**src/rtl/pwl_pkg.sv**
```systemverilog
// shared types, constants and helpers for the led frame sender
package pwl_pkg;

  // frame field widths
  localparam int ADDRESS_BITS    = 6;
  localparam int BRIGHTNESS_BITS = 8;
  localparam int COLOR_BITS      = 12;
  localparam int FRAME_BITS      = ADDRESS_BITS + BRIGHTNESS_BITS + COLOR_BITS;
  localparam int BITS_W          = $clog2(FRAME_BITS + 1);

  // port widths
  localparam int TICK_W     = 8;
  localparam int CFG_IDX_W  = 3;
  localparam int ADDR_W     = 6;
  localparam int BRIGHT_W   = 8;
  localparam int COLOR_W    = 12;

  // register reset values
  localparam logic [TICK_W-1:0] START_HIGH_RST = 8'd10;
  localparam logic [TICK_W-1:0] ONE_LOW_RST    = 8'd20;
  localparam logic [TICK_W-1:0] ONE_HIGH_RST   = 8'd8;
  localparam logic [TICK_W-1:0] ZERO_LOW_RST   = 8'd10;
  localparam logic [TICK_W-1:0] ZERO_HIGH_RST  = 8'd20;
  localparam logic [TICK_W-1:0] END_LOW_RST    = 8'd30;

  // configuration register indexes
  typedef enum logic [CFG_IDX_W-1:0] {
    REG_START_HIGH = 3'd0,
    REG_ONE_LOW    = 3'd1,
    REG_ONE_HIGH   = 3'd2,
    REG_ZERO_LOW   = 3'd3,
    REG_ZERO_HIGH  = 3'd4,
    REG_END_LOW    = 3'd5
  } reg_index_t;

  // line sequencer phases
  typedef enum logic [2:0] {
    PH_IDLE,
    PH_START,
    PH_BIT_LOW,
    PH_BIT_HIGH,
    PH_END
  } phase_t;

  // decoded command between front and back
  typedef struct packed {
    logic                  is_send;
    logic [FRAME_BITS-1:0] frame;
  } cmd_t;

  // one result beat
  typedef struct packed {
    logic line_level;
    logic drive_enabled;
    logic busy_res;
    logic send_accepted;
  } result_t;

  // segment timing registers
  typedef struct packed {
    logic [TICK_W-1:0] start_high;
    logic [TICK_W-1:0] one_low;
    logic [TICK_W-1:0] one_high;
    logic [TICK_W-1:0] zero_low;
    logic [TICK_W-1:0] zero_high;
    logic [TICK_W-1:0] end_low;
  } timing_t;

  // a zero length acts as one tick
  function automatic logic [TICK_W-1:0] seg_len(input logic [TICK_W-1:0] v);
    return (v == '0) ? TICK_W'(1) : v;
  endfunction

endpackage

```
**src/rtl/pwl_front.sv**
```systemverilog
// front stage: accepts input beats and packs them into commands
module pwl_front import pwl_pkg::*; (
  input  logic                clk,
  input  logic                rst,
  input  logic                push,
  output logic                full,
  input  logic                kind,
  input  logic [ADDR_W-1:0]   bulb_address,
  input  logic [BRIGHT_W-1:0] brightness,
  input  logic [COLOR_W-1:0]  color_word,
  output logic                cmd_push,
  input  logic                cmd_full,
  output cmd_t                cmd
);

  logic cmd_valid;
  logic take;

  // stage holds a beat until the queue takes it
  assign full     = cmd_valid && cmd_full;
  assign take     = push && !full;
  assign cmd_push = cmd_valid;

  // valid flag of the command stage
  always_ff @(posedge clk) begin
    if (rst) begin
      cmd_valid <= 1'b0;
    end else if (take) begin
      cmd_valid <= 1'b1;
    end else if (cmd_valid && !cmd_full) begin
      cmd_valid <= 1'b0;
    end
  end

  // classify and pack the frame, msb first, address leading
  always_ff @(posedge clk) begin
    if (take) begin
      cmd.is_send <= kind;
      cmd.frame   <= {bulb_address[ADDRESS_BITS-1:0],
                      brightness[BRIGHTNESS_BITS-1:0],
                      color_word[COLOR_BITS-1:0]};
    end
  end

endmodule

```
**src/rtl/pwl_cmd_fifo.sv**
```systemverilog
// two-entry command queue between front and back
module pwl_cmd_fifo import pwl_pkg::*; (
  input  logic clk,
  input  logic rst,
  input  logic push,
  output logic full,
  input  cmd_t wdata,
  input  logic pop,
  output logic empty,
  output cmd_t rdata
);

  cmd_t       mem [2];
  logic       wr_ptr;
  logic       rd_ptr;
  logic [1:0] count;
  logic       do_push;
  logic       do_pop;

  assign full    = (count == 2'd2);
  assign empty   = (count == 2'd0);
  assign do_push = push && !full;
  assign do_pop  = pop && !empty;
  assign rdata   = mem[rd_ptr];

  // pointers and fill count
  always_ff @(posedge clk) begin
    if (rst) begin
      wr_ptr <= 1'b0;
      rd_ptr <= 1'b0;
      count  <= 2'd0;
    end else begin
      if (do_push) begin
        wr_ptr <= ~wr_ptr;
      end
      if (do_pop) begin
        rd_ptr <= ~rd_ptr;
      end
      if (do_push && !do_pop) begin
        count <= count + 2'd1;
      end else if (do_pop && !do_push) begin
        count <= count - 2'd1;
      end
    end
  end

  // storage
  always_ff @(posedge clk) begin
    if (do_push) begin
      mem[wr_ptr] <= wdata;
    end
  end

  assert property (@(posedge clk) disable iff (rst) count != 2'd3)
    else $error("cmd fifo count out of range");
  assert property (@(posedge clk) disable iff (rst)
    (!empty && !full) |-> (wr_ptr != rd_ptr))
    else $error("cmd fifo pointers disagree with count");
  assert property (@(posedge clk) disable iff (rst)
    (do_push && !do_pop) |=> !empty)
    else $error("cmd fifo lost a beat");

endmodule

```
**src/rtl/pwl_back.sv**
```systemverilog
// back stage: line sequencer and result queue
module pwl_back import pwl_pkg::*; (
  input  logic    clk,
  input  logic    rst,
  input  timing_t timing,
  input  logic    cmd_empty,
  input  cmd_t    cmd,
  output logic    cmd_pop,
  output result_t res,
  output logic    empty,
  input  logic    pop
);

  // sequencer state
  phase_t                phase;
  phase_t                phase_next;
  logic [TICK_W-1:0]     seg_left;
  logic [TICK_W-1:0]     seg_left_next;
  logic [FRAME_BITS-1:0] frame_shift;
  logic [FRAME_BITS-1:0] frame_shift_next;
  logic [BITS_W-1:0]     bits_left;
  logic [BITS_W-1:0]     bits_left_next;
  logic                  output_enable;
  logic                  output_enable_next;
  logic                  line_out;
  logic                  line_out_next;
  logic                  accepted;

  // shared datapath terms
  logic [TICK_W-1:0]     seg_dec;
  logic                  seg_adv;
  logic [BITS_W-1:0]     bits_dec;
  logic [FRAME_BITS-1:0] shifted;
  logic                  start_ok;
  logic                  tick_run;

  // result queue
  result_t    res_q [2];
  logic       res_wr;
  logic       res_rd;
  logic [1:0] res_count;
  logic       res_push;
  logic       res_pop;
  result_t    res_in;

  localparam logic [BITS_W-1:0] FRAME_CNT = BITS_W'(FRAME_BITS);

  // take a command whenever the result queue has room
  assign cmd_pop  = !cmd_empty && (res_count != 2'd2);
  assign res_push = cmd_pop;

  assign seg_dec  = (seg_left == '0) ? '0 : seg_left - TICK_W'(1);
  assign seg_adv  = (seg_dec == '0);
  assign bits_dec = (bits_left == '0) ? '0 : bits_left - BITS_W'(1);
  assign shifted  = {frame_shift[FRAME_BITS-2:0], 1'b0};
  assign start_ok = cmd.is_send && (phase == PH_IDLE);
  assign tick_run = !cmd.is_send && (phase != PH_IDLE);

  // next phase
  always_comb begin
    phase_next = phase;
    if (start_ok) begin
      phase_next = PH_START;
    end else if (tick_run && seg_adv) begin
      unique case (phase)
        PH_START:    phase_next = PH_BIT_LOW;
        PH_BIT_LOW:  phase_next = PH_BIT_HIGH;
        PH_BIT_HIGH: phase_next = (bits_dec != '0) ? PH_BIT_LOW : PH_END;
        default:     phase_next = PH_IDLE;
      endcase
    end
  end

  // segment counter, shifter, line and enable
  always_comb begin
    seg_left_next      = seg_left;
    frame_shift_next   = frame_shift;
    bits_left_next     = bits_left;
    output_enable_next = output_enable;
    line_out_next      = line_out;
    accepted           = 1'b0;
    if (start_ok) begin
      frame_shift_next   = cmd.frame;
      bits_left_next     = FRAME_CNT;
      output_enable_next = 1'b1;
      line_out_next      = 1'b1;
      seg_left_next      = seg_len(timing.start_high);
      accepted           = 1'b1;
    end else if (tick_run) begin
      if (!seg_adv) begin
        seg_left_next = seg_dec;
      end else begin
        unique case (phase)
          PH_START: begin
            line_out_next = 1'b0;
            seg_left_next = seg_len(frame_shift[FRAME_BITS-1] ? timing.one_low
                                                               : timing.zero_low);
          end
          PH_BIT_LOW: begin
            line_out_next = 1'b1;
            seg_left_next = seg_len(frame_shift[FRAME_BITS-1] ? timing.one_high
                                                               : timing.zero_high);
          end
          PH_BIT_HIGH: begin
            frame_shift_next = shifted;
            bits_left_next   = bits_dec;
            line_out_next    = 1'b0;
            if (bits_dec != '0) begin
              seg_left_next = seg_len(shifted[FRAME_BITS-1] ? timing.one_low
                                                             : timing.zero_low);
            end else begin
              seg_left_next = seg_len(timing.end_low);
            end
          end
          default: begin
            line_out_next = 1'b0;
            seg_left_next = '0;
          end
        endcase
      end
    end
  end

  // sequencer registers
  always_ff @(posedge clk) begin
    if (rst) begin
      phase         <= PH_IDLE;
      seg_left      <= '0;
      bits_left     <= '0;
      output_enable <= 1'b0;
      line_out      <= 1'b0;
    end else if (cmd_pop) begin
      phase         <= phase_next;
      seg_left      <= seg_left_next;
      bits_left     <= bits_left_next;
      output_enable <= output_enable_next;
      line_out      <= line_out_next;
    end
  end

  always_ff @(posedge clk) begin
    if (cmd_pop) begin
      frame_shift <= frame_shift_next;
    end
  end

  // result beat for this command
  always_comb begin
    res_in.line_level    = line_out_next;
    res_in.drive_enabled = output_enable_next;
    res_in.busy_res      = (phase_next != PH_IDLE);
    res_in.send_accepted = accepted;
  end

  // result queue control
  assign empty   = (res_count == 2'd0);
  assign res_pop = pop && !empty;
  assign res     = res_q[res_rd];

  always_ff @(posedge clk) begin
    if (rst) begin
      res_wr    <= 1'b0;
      res_rd    <= 1'b0;
      res_count <= 2'd0;
    end else begin
      if (res_push) begin
        res_wr <= ~res_wr;
      end
      if (res_pop) begin
        res_rd <= ~res_rd;
      end
      if (res_push && !res_pop) begin
        res_count <= res_count + 2'd1;
      end else if (res_pop && !res_push) begin
        res_count <= res_count - 2'd1;
      end
    end
  end

  always_ff @(posedge clk) begin
    if (res_push) begin
      res_q[res_wr] <= res_in;
    end
  end

  assert property (@(posedge clk) disable iff (rst) res_count != 2'd3)
    else $error("result queue count out of range");
  assert property (@(posedge clk) disable iff (rst)
    (phase == PH_IDLE) |-> !line_out)
    else $error("line high while idle");
  assert property (@(posedge clk) disable iff (rst)
    output_enable |=> output_enable)
    else $error("drive enable dropped");
  assert property (@(posedge clk) disable iff (rst)
    (res_push && res_in.send_accepted) |-> (res_in.line_level && res_in.busy_res))
    else $error("accepted send without start pulse");

endmodule

```
**src/rtl/pulse_width_led_frame_sender_unit.sv**
```systemverilog
// top level of the pulse-width led frame sender
// Sends one pulse-width coded frame per accepted send beat: 26 bits (bulb
// address, brightness, color, each msb first) after a high start pulse, each
// bit a low then a high segment, then a closing low segment. Segment lengths
// come from six 8-bit timing registers (0 acts as 1); each tick beat is one
// time step. Sends while a frame is in flight are dropped with send_accepted
// low. Every input beat yields exactly one result beat. Throughput is one
// beat per clock while neither queue is full. A result passes through the
// front stage, then the command queue, then the sequencer writes it into
// the result queue, from which it can be popped; two-entry queues let
// input and output stall independently. Timing registers should be
// written only while idle.
module pulse_width_led_frame_sender_unit import pwl_pkg::*; (
  input  logic                 clk,
  input  logic                 rst,
  // configuration
  input  logic                 cfg_write,
  input  logic [CFG_IDX_W-1:0] cfg_index,
  input  logic [TICK_W-1:0]    cfg_data,
  // input beats
  input  logic                 push,
  output logic                 full,
  input  logic                 kind,
  input  logic [ADDR_W-1:0]    bulb_address,
  input  logic [BRIGHT_W-1:0]  brightness,
  input  logic [COLOR_W-1:0]   color_word,
  // result beats
  output logic                 empty,
  input  logic                 pop,
  output logic                 line_level,
  output logic                 drive_enabled,
  output logic                 busy_res,
  output logic                 send_accepted
);

  timing_t timing;
  cmd_t    front_cmd;
  cmd_t    head_cmd;
  logic    front_push;
  logic    fifo_full;
  logic    fifo_empty;
  logic    fifo_pop;
  result_t res;

  // timing registers
  always_ff @(posedge clk) begin
    if (rst) begin
      timing.start_high <= START_HIGH_RST;
      timing.one_low    <= ONE_LOW_RST;
      timing.one_high   <= ONE_HIGH_RST;
      timing.zero_low   <= ZERO_LOW_RST;
      timing.zero_high  <= ZERO_HIGH_RST;
      timing.end_low    <= END_LOW_RST;
    end else if (cfg_write) begin
      unique case (cfg_index)
        REG_START_HIGH: timing.start_high <= cfg_data;
        REG_ONE_LOW:    timing.one_low    <= cfg_data;
        REG_ONE_HIGH:   timing.one_high   <= cfg_data;
        REG_ZERO_LOW:   timing.zero_low   <= cfg_data;
        REG_ZERO_HIGH:  timing.zero_high  <= cfg_data;
        REG_END_LOW:    timing.end_low    <= cfg_data;
        default:        ;
      endcase
    end
  end

  // input classification
  pwl_front u_front (
    .clk          (clk),
    .rst          (rst),
    .push         (push),
    .full         (full),
    .kind         (kind),
    .bulb_address (bulb_address),
    .brightness   (brightness),
    .color_word   (color_word),
    .cmd_push     (front_push),
    .cmd_full     (fifo_full),
    .cmd          (front_cmd)
  );

  // decoupling queue
  pwl_cmd_fifo u_cmd_fifo (
    .clk   (clk),
    .rst   (rst),
    .push  (front_push),
    .full  (fifo_full),
    .wdata (front_cmd),
    .pop   (fifo_pop),
    .empty (fifo_empty),
    .rdata (head_cmd)
  );

  // line sequencer
  pwl_back u_back (
    .clk       (clk),
    .rst       (rst),
    .timing    (timing),
    .cmd_empty (fifo_empty),
    .cmd       (head_cmd),
    .cmd_pop   (fifo_pop),
    .res       (res),
    .empty     (empty),
    .pop       (pop)
  );

  assign line_level    = res.line_level;
  assign drive_enabled = res.drive_enabled;
  assign busy_res      = res.busy_res;
  assign send_accepted = res.send_accepted;

endmodule
```
**config.mk**
```make
export PLATFORM = sky130hd
export DESIGN_NAME = pulse_width_led_frame_sender_unit
export DESIGN_NICKNAME = d
export VERILOG_FILES = /design/src/rtl/pwl_pkg.sv /design/src/rtl/pwl_front.sv /design/src/rtl/pwl_cmd_fifo.sv /design/src/rtl/pwl_back.sv /design/src/rtl/pulse_width_led_frame_sender_unit.sv
export SDC_FILE = /design/constraint.sdc
export NUM_CORES = 1
export LEC_CHECK = 0
export BUFFER_PORTS_ARGS = -buffer_cell sky130_fd_sc_hd__buf_2
export CELL_PAD_IN_SITES_DETAIL_PLACEMENT = 1
export CELL_PAD_IN_SITES_GLOBAL_PLACEMENT = 1
export CORE_MARGIN = 2
export CORE_UTILIZATION = 23
export CTS_CLUSTER_SIZE = 40
export DETAILED_ROUTE_END_ITERATION = 10
export GPL_ROUTABILITY_DRIVEN = 0
export PLACE_DENSITY_LB_ADDON = 0.1
export SKIP_LAST_GASP = 1
export SLEW_MARGIN = 20
export SYNTH_ARGS = -nofsm -noshare
export SYNTH_HDL_FRONTEND = slang
export SYNTH_HIERARCHICAL = 1
export SYNTH_SLANG_ARGS = --single-unit
```
**constraint.sdc**
```tcl
create_clock -name clk -period 3.8 [get_ports clk]
set_clock_uncertainty 0.05 [all_clocks]
set_input_delay 0.76 -clock clk [delete_from_list [all_inputs] [get_ports clk]]
set_output_delay 0.76 -clock clk [all_outputs]
set_load 0.01 [all_outputs]
```
# After elaboration in Yosys (flattened, before gate mapping)
# Memory sizes are Yosys's and may differ from the RTL's. A register that Yosys moved wholly into a read port is not among the register bits.
# Index checks and enable logic that the tools add are counted.
[word_totals]
reg_bits = 128
ramBits = 62
in_bits = 43
output_inout_bits = 6
word_cells = 141
memories = 2
[memory_table]
columns = ["memory", "words", "width", "read_ports", "rd_ports_with_merged_regs", "wr", "line", "text"]
rows = [
  ["u_cmd_fifo.mem", 2, 27, 1, 1, 1, "pwl_cmd_fifo.sv:13", "cmd_t mem [2];"],
  ["u_back.res_q", 2, 4, 1, 1, 1, "pwl_back.sv:38", "result_t res_q [2];"],
]
[op_classes]
addsub = 6
n_eq_ne = 10
mux = 47
bitwise_logic = 4
reduce_logical = 51
[op_table]
columns = ["operator", "n"]
rows = [
  ["2-to-1 mux 26 bit", 4],
  ["2-to-1 mux 8 bit", 13],
  ["zero test 8 bit", 7],
  ["2-to-1 mux 5 bit", 5],
  ["one-hot mux 8 bit (3 select lines)", 1],
  ["2-to-1 mux 1 bit", 16],
  ["AND reduction 2 bit", 7],
  ["logical AND 1 bit", 13],
  ["== test 3 x 2 -> 1 bit, second input constant", 4],
  ["nonzero test 2 bit", 6],
  ["zero test 1 bit", 9],
  ["2-to-1 mux 3 bit", 3],
  ["one-hot mux 3 bit (3 select lines)", 1],
  ["2-to-1 mux 2 bit", 4],
  ["subtractor 8 x 1 -> 8 bit, second input constant", 1],
  ["== test 3 x 1 -> 1 bit, second input constant", 2],
  ["== test 3 bit, second input constant", 2],
  ["zero test 3 bit", 2],
  ["nonzero test 3 bit", 2],
  ["zero test 5 bit", 1],
  ["nonzero test 5 bit", 1],
  ["subtractor 5 x 1 -> 5 bit, second input constant", 1],
  ["adder 2 x 1 -> 2 bit, second input constant", 2],
  ["zero test 2 bit", 2],
  ["other kinds (5)", 9],
]

# Depth between registers and ports, before layout
[depth]
depth_word = 8
depth_mapped = 10
ltp_nobuf = 8

# Modules after synthesis
# The synthesis kept the hierarchy.
[modules_own_cells]
columns = ["module", "n_inst", "cells_each", "area_each_um2", "seq_area_each_um2"]
rows = [
  ["pwl_back", 1, 344, 3578.4, 1481.4],
  ["pwl_cmd_fifo", 1, 109, 2163.3, 1721.7],
  ["pulse_width_led_frame_sender_unit", 1, 177, 1926.8, 960.9],
  ["pwl_front", 1, 32, 857.1, 830.8],
]

# Worst setup path after synthesis
# OpenSTA, ideal clock, no wires.
[synth_timing]
path_kind = "flip-flop to flip-flop"
start = "reg u_back.seg_left[3]"
end = "reg u_back.frame_shift[0], enable pin"
setup_ns = 0.381
t_arrival_ns = 2.471
required_time_ns = 3.369
slack_ns = 0.898
stages_incl_launch_ff = 7
path_buffers = 0
synth_period_minus_slack_ns = 2.902
path_cell_list = "dfxtp_1 -> or4_4 -> and2b_2 -> mux2_4 -> nor4_4 -> o21ai_1 -> inv_1"
[synth_between]
elab_chain_cells = 5
elab_cells_between_ends = 6
classes_between = "add/sub (1); mux (1); reduce/logical (4)"
[synth_rtl]
columns = ["element", "line", "text"]
rows = [
  ["start: declaration", "pwl_back.sv:17", "logic [TICK_W-1:0] seg_left;"],
  ["start signal: assignment", "pwl_back.sv:134", "seg_left <= seg_left_next;"],
  ["subtractor 8 x 1 -> 8 bit or zero test 8 bit (tied branches)", "pwl_back.sv:52", "assign seg_dec = (seg_left == '0) ? '0 : seg_left - TICK_W'(1);"],
  ["2-to-1 mux 8 bit *", "pwl_back.sv:52", ""],
  ["zero test 8 bit *", "pwl_back.sv:53", "assign seg_adv = (seg_dec == '0);"],
  ["nonzero test 2 bit (no source line) *", "-", ""],
  ["AND reduction 4 bit (no source line) *", "-", ""],
  ["end signal: assignment", "pwl_back.sv:143", "frame_shift <= frame_shift_next;"],
  ["end: declaration", "pwl_back.sv:19", "logic [FRAME_BITS-1:0] frame_shift;"],
]
# Mark *: on every way between the ends. The rest lies on a longest branch, timed or not.
# A chain may end at the register's enable or synchronous reset.

# Worst setup path after layout
[layout_timing]
start = "reg u_back.seg_left[0]"
end = "reg u_back.frame_shift[4], enable pin"
# The elaborated chain is that of the path after synthesis.

==> metrics.md <==
| Metric | Value |
|---|---|
| Crit path kind | flip-flop to flip-flop |
| Starting Density | around a quarter |
| First-pass GRT wire length | 33.7 mm |
| P_sw | 2350 uW |
| Clock-pin slew on the worst setup and hold paths | roughly 70 ps |
| Distinct cells, synth | 65 |
| Total power | approximately 6900 uW |
| FILL cells | between 3000 and 4000 |
| Final antenna-violating net count | 0 |
| Rel. slew slack | 38.3% |
| # setup viols final | 0 |
| Hold slack final | 393 ps |
| WL per Instance | ~18 um |
| Core Util, Final | between 20% and 30% |
| Gate power share | approximately 32% |
| Count leader, synth | edfxtp_1 |
| Seq/Total Area, Yosys | between 50% and 60% |
| Via density | between 4 and 5 |
| Max-cap violations | 0 |
| Number of flops mapped to enable cells by yosys | approximately 120 |
| Largest net degree at the start of global routing | 34 |
| # rows | 70 |
| Post-route insts no fill | between 1000 and 1500 |
| Post-synth ARST share | 0% |
| Worst VDD drop | ~360 uV |
| Number of global-route vias before repair | 5663 |
| Clk buf depth | 2 |
| I/O Buffers | 48 |
| Fmax | about 330 MHz |
| Worst skew pair latency | about 440 ps |
| CP Max Fanout | 26 |
| WL final | between 20 and 25 mm |
| Final HPWL DP | roughly 15 mm |
| Total CTS buffers | 17 |
| Worst EP required | roughly 3900 ps |
| Cts repair resizes | 0 |
| Hold crit path type | flip-flop to flip-flop |
| DRT iter0 DRCs | 297 |
| Synth area leaders | edfxtp_1 (41%), dfxtp_1 (18%), mux2_2 (8.5%) |
| Placed cell count | between 1000 and 1500 |
| H-tree levels | 4 |
| RSZ-0062 raised after global routing | no |
| Clock network power share | 27.3% |
| Static Leakage | 0.00358 uW |
| Top cell type by total area after synthesis | edfxtp_1 |
| Slew @ Worst Pin | between 900 and 1000 ps |
| Total global-route track usage | 11.5% |
| Synthesis Warnings | 6 |
| Syn Area/Cell | between 10 and 15 um2 |
| Syn_nets | 711 |
| Hold Violations, Final | 0 |
| Gr ovfl total | 0 |
| Fin nets | 756 |
| Flop pwr share | 40.4% |
| DRC viols | 0 |
| Initial antenna violation count | 0 |
| I/O pin total | between 40 and 50 |
| Clock Sinks | roughly 190 |
| Pwr Density | about 700 mW/mm2 |
| Root buffer cell | clkbuf_16 |
| Die area | about 0.039 mm2 |
| #FFs+latches synth | 192 |
| Setup TNS | 0 ps |
| Crit path DAT | just over 3000 ps |
| Cts hold-fix bufs | 0 |
| Die width | between 150 and 200 um |
| Post-CTS Setup Bufs | 0 |
| Top-area cell type share of the netlist area | between 40% and 50% |
| Via Count | 5319 |
| Antenna Cells | 0 |
| Final Critical Period | around 3000 ps |
| Fin crit share | 79.2% |
| Mapped Area | roughly 0.0085 mm2 |
| Sw frac | about a third |
| Pins Over Slew Limit | 0 |
| Post-Syn Instances | about 660 |
| Outcome | complete, no violations |
| Layout cell share with drive strength beyond 1 | about a quarter |
| Synth cell count leaders | edfxtp_1 (115), dfxtp_1 (77), mux2_2 (64), mux2i_1 (64), nand2b_1 (48) |
| Pint | approximately 4500 uW |
| Crit path launch type | flip-flop |
| Detailed Routing Iterations Pass 1 | 4 |
| CTS tree | yes |
| Core Region | roughly 0.037 mm2 |
| Die Y-Extent | between 150 and 200 um |
| Top_reg_cell synth | edfxtp_1 |
| CP Capture Type | flip-flop |
| Area delta synth->final | 16.0% |
==> area by class of cell <==
class | count | area (um2) | share of cell area [%]
Clock buffer | 17 | 425 | 4.30
Multi-Input combinational cell | 424 | 3310 | 33.5
Clock inverter | 14 | 188 | 1.90
Sequential cell | 192 | 4990 | 50.5
Inverter | 13 | 48.8 | 0.493
Timing Repair Buffer | 59 | 335 | 3.39
Tap cell | 468 | 586 | 5.92
==> routing by layer <==
metal	routed length [um]	global-route usage, %	vias up
met1	10300	15.3	2685
met4	266	3.87	0
li1	-	-	2560
met2	10200	18.6	58
met5	0	0	-
met3	537	2.22	16
==> final timing paths <==
path                                         endpoint               start  cells after the start  slack [ps]
worst max-delay path            u_back/frame_shift[4]  u_back/seg_left[0]                      9         790
worst min-delay path             u_cmd_fifo/mem[0][4]      u_front/cmd[4]                      0         390
worst max register to register  u_back/frame_shift[4]  u_back/seg_left[0]                      9         790
worst min register to register   u_cmd_fifo/mem[0][4]      u_front/cmd[4]                      0         390
==> cells in the final DEF (no fill, tap or decap), drive strengths merged, types with 11 or more instances in the layout <==
| master | n |
|---|---|
| edfxtp | 115 |
| nand2b | 48 |
| buf | 59 |
| dfxtp | 77 |
| a21oi | 18 |
| nor4 | 16 |
| inv | 20 |
| a31oi | 11 |
| o21ai | 21 |
| clkbuf | 17 |
| mux2 | 65 |
| nor3 | 26 |
| mux2i | 64 |
| nor2 | 40 |
==> kinds of logic after synthesis <==
logic type | count (synthesis) | share of synthesized area, %
mux | 129 | 16.1
buf+inv | 46 | 2.61
flops | 192 | 58.6
fa+ha+maj | 6 | 0.881
compound gates | 88 | 7.02
xor+xnor | 9 | 0.925
simple gates | 192 | 13.8
==> power by group through the flow <==
stage	logic (uW)	registers [uW]	clock network [uW]
3_5_place_dp	2230	2830	0
2_1_floorplan	1760	2730	0
6_report	2210	2780	1880
4_1_cts	2250	2780	1970
3_3_place_gp	2180	2820	0
5_1_grt	2440	2820	2040
==> metrics by stage <==
stage	cell area [um2]	setup slack [ps]
floorplan	8530	898
global placement	9280	908
detailed placement	9280	818
CTS	9890	802
global route	9890	584
finish	9890	792
==> flip-flops by register name, indices dropped and copies added, names as in the netlist, named ones only <==
register	count
u_cmd_fifo/mem	54
u_back/phase	3
u_back/frame_shift	26
u_back/line_out	1
u_back/output_enable	1
u_cmd_fifo/count	2
u_back/res_q	8
timing	48
u_front/cmd_push	1
u_back/res_count	2
u_back/res_wr	1
u_back/bits_left	5
u_back/res_rd	1
u_cmd_fifo/rd_ptr	1
u_back/seg_left	8
u_cmd_fifo/wr_ptr	1
u_front/cmd	27
==> worst max-delay path, stage by stage, from the launching register on <==
cell and delay [ps]:
dfxtp_1 360, inv_1 130, ha_1 270, or4b_4 510
nor3_1 250, a21oi_2 120, nor4_4 350, o21ai_1 200
inv_1 100, buf_4 330
No activity file was read; power rests on OpenSTA's default activity.
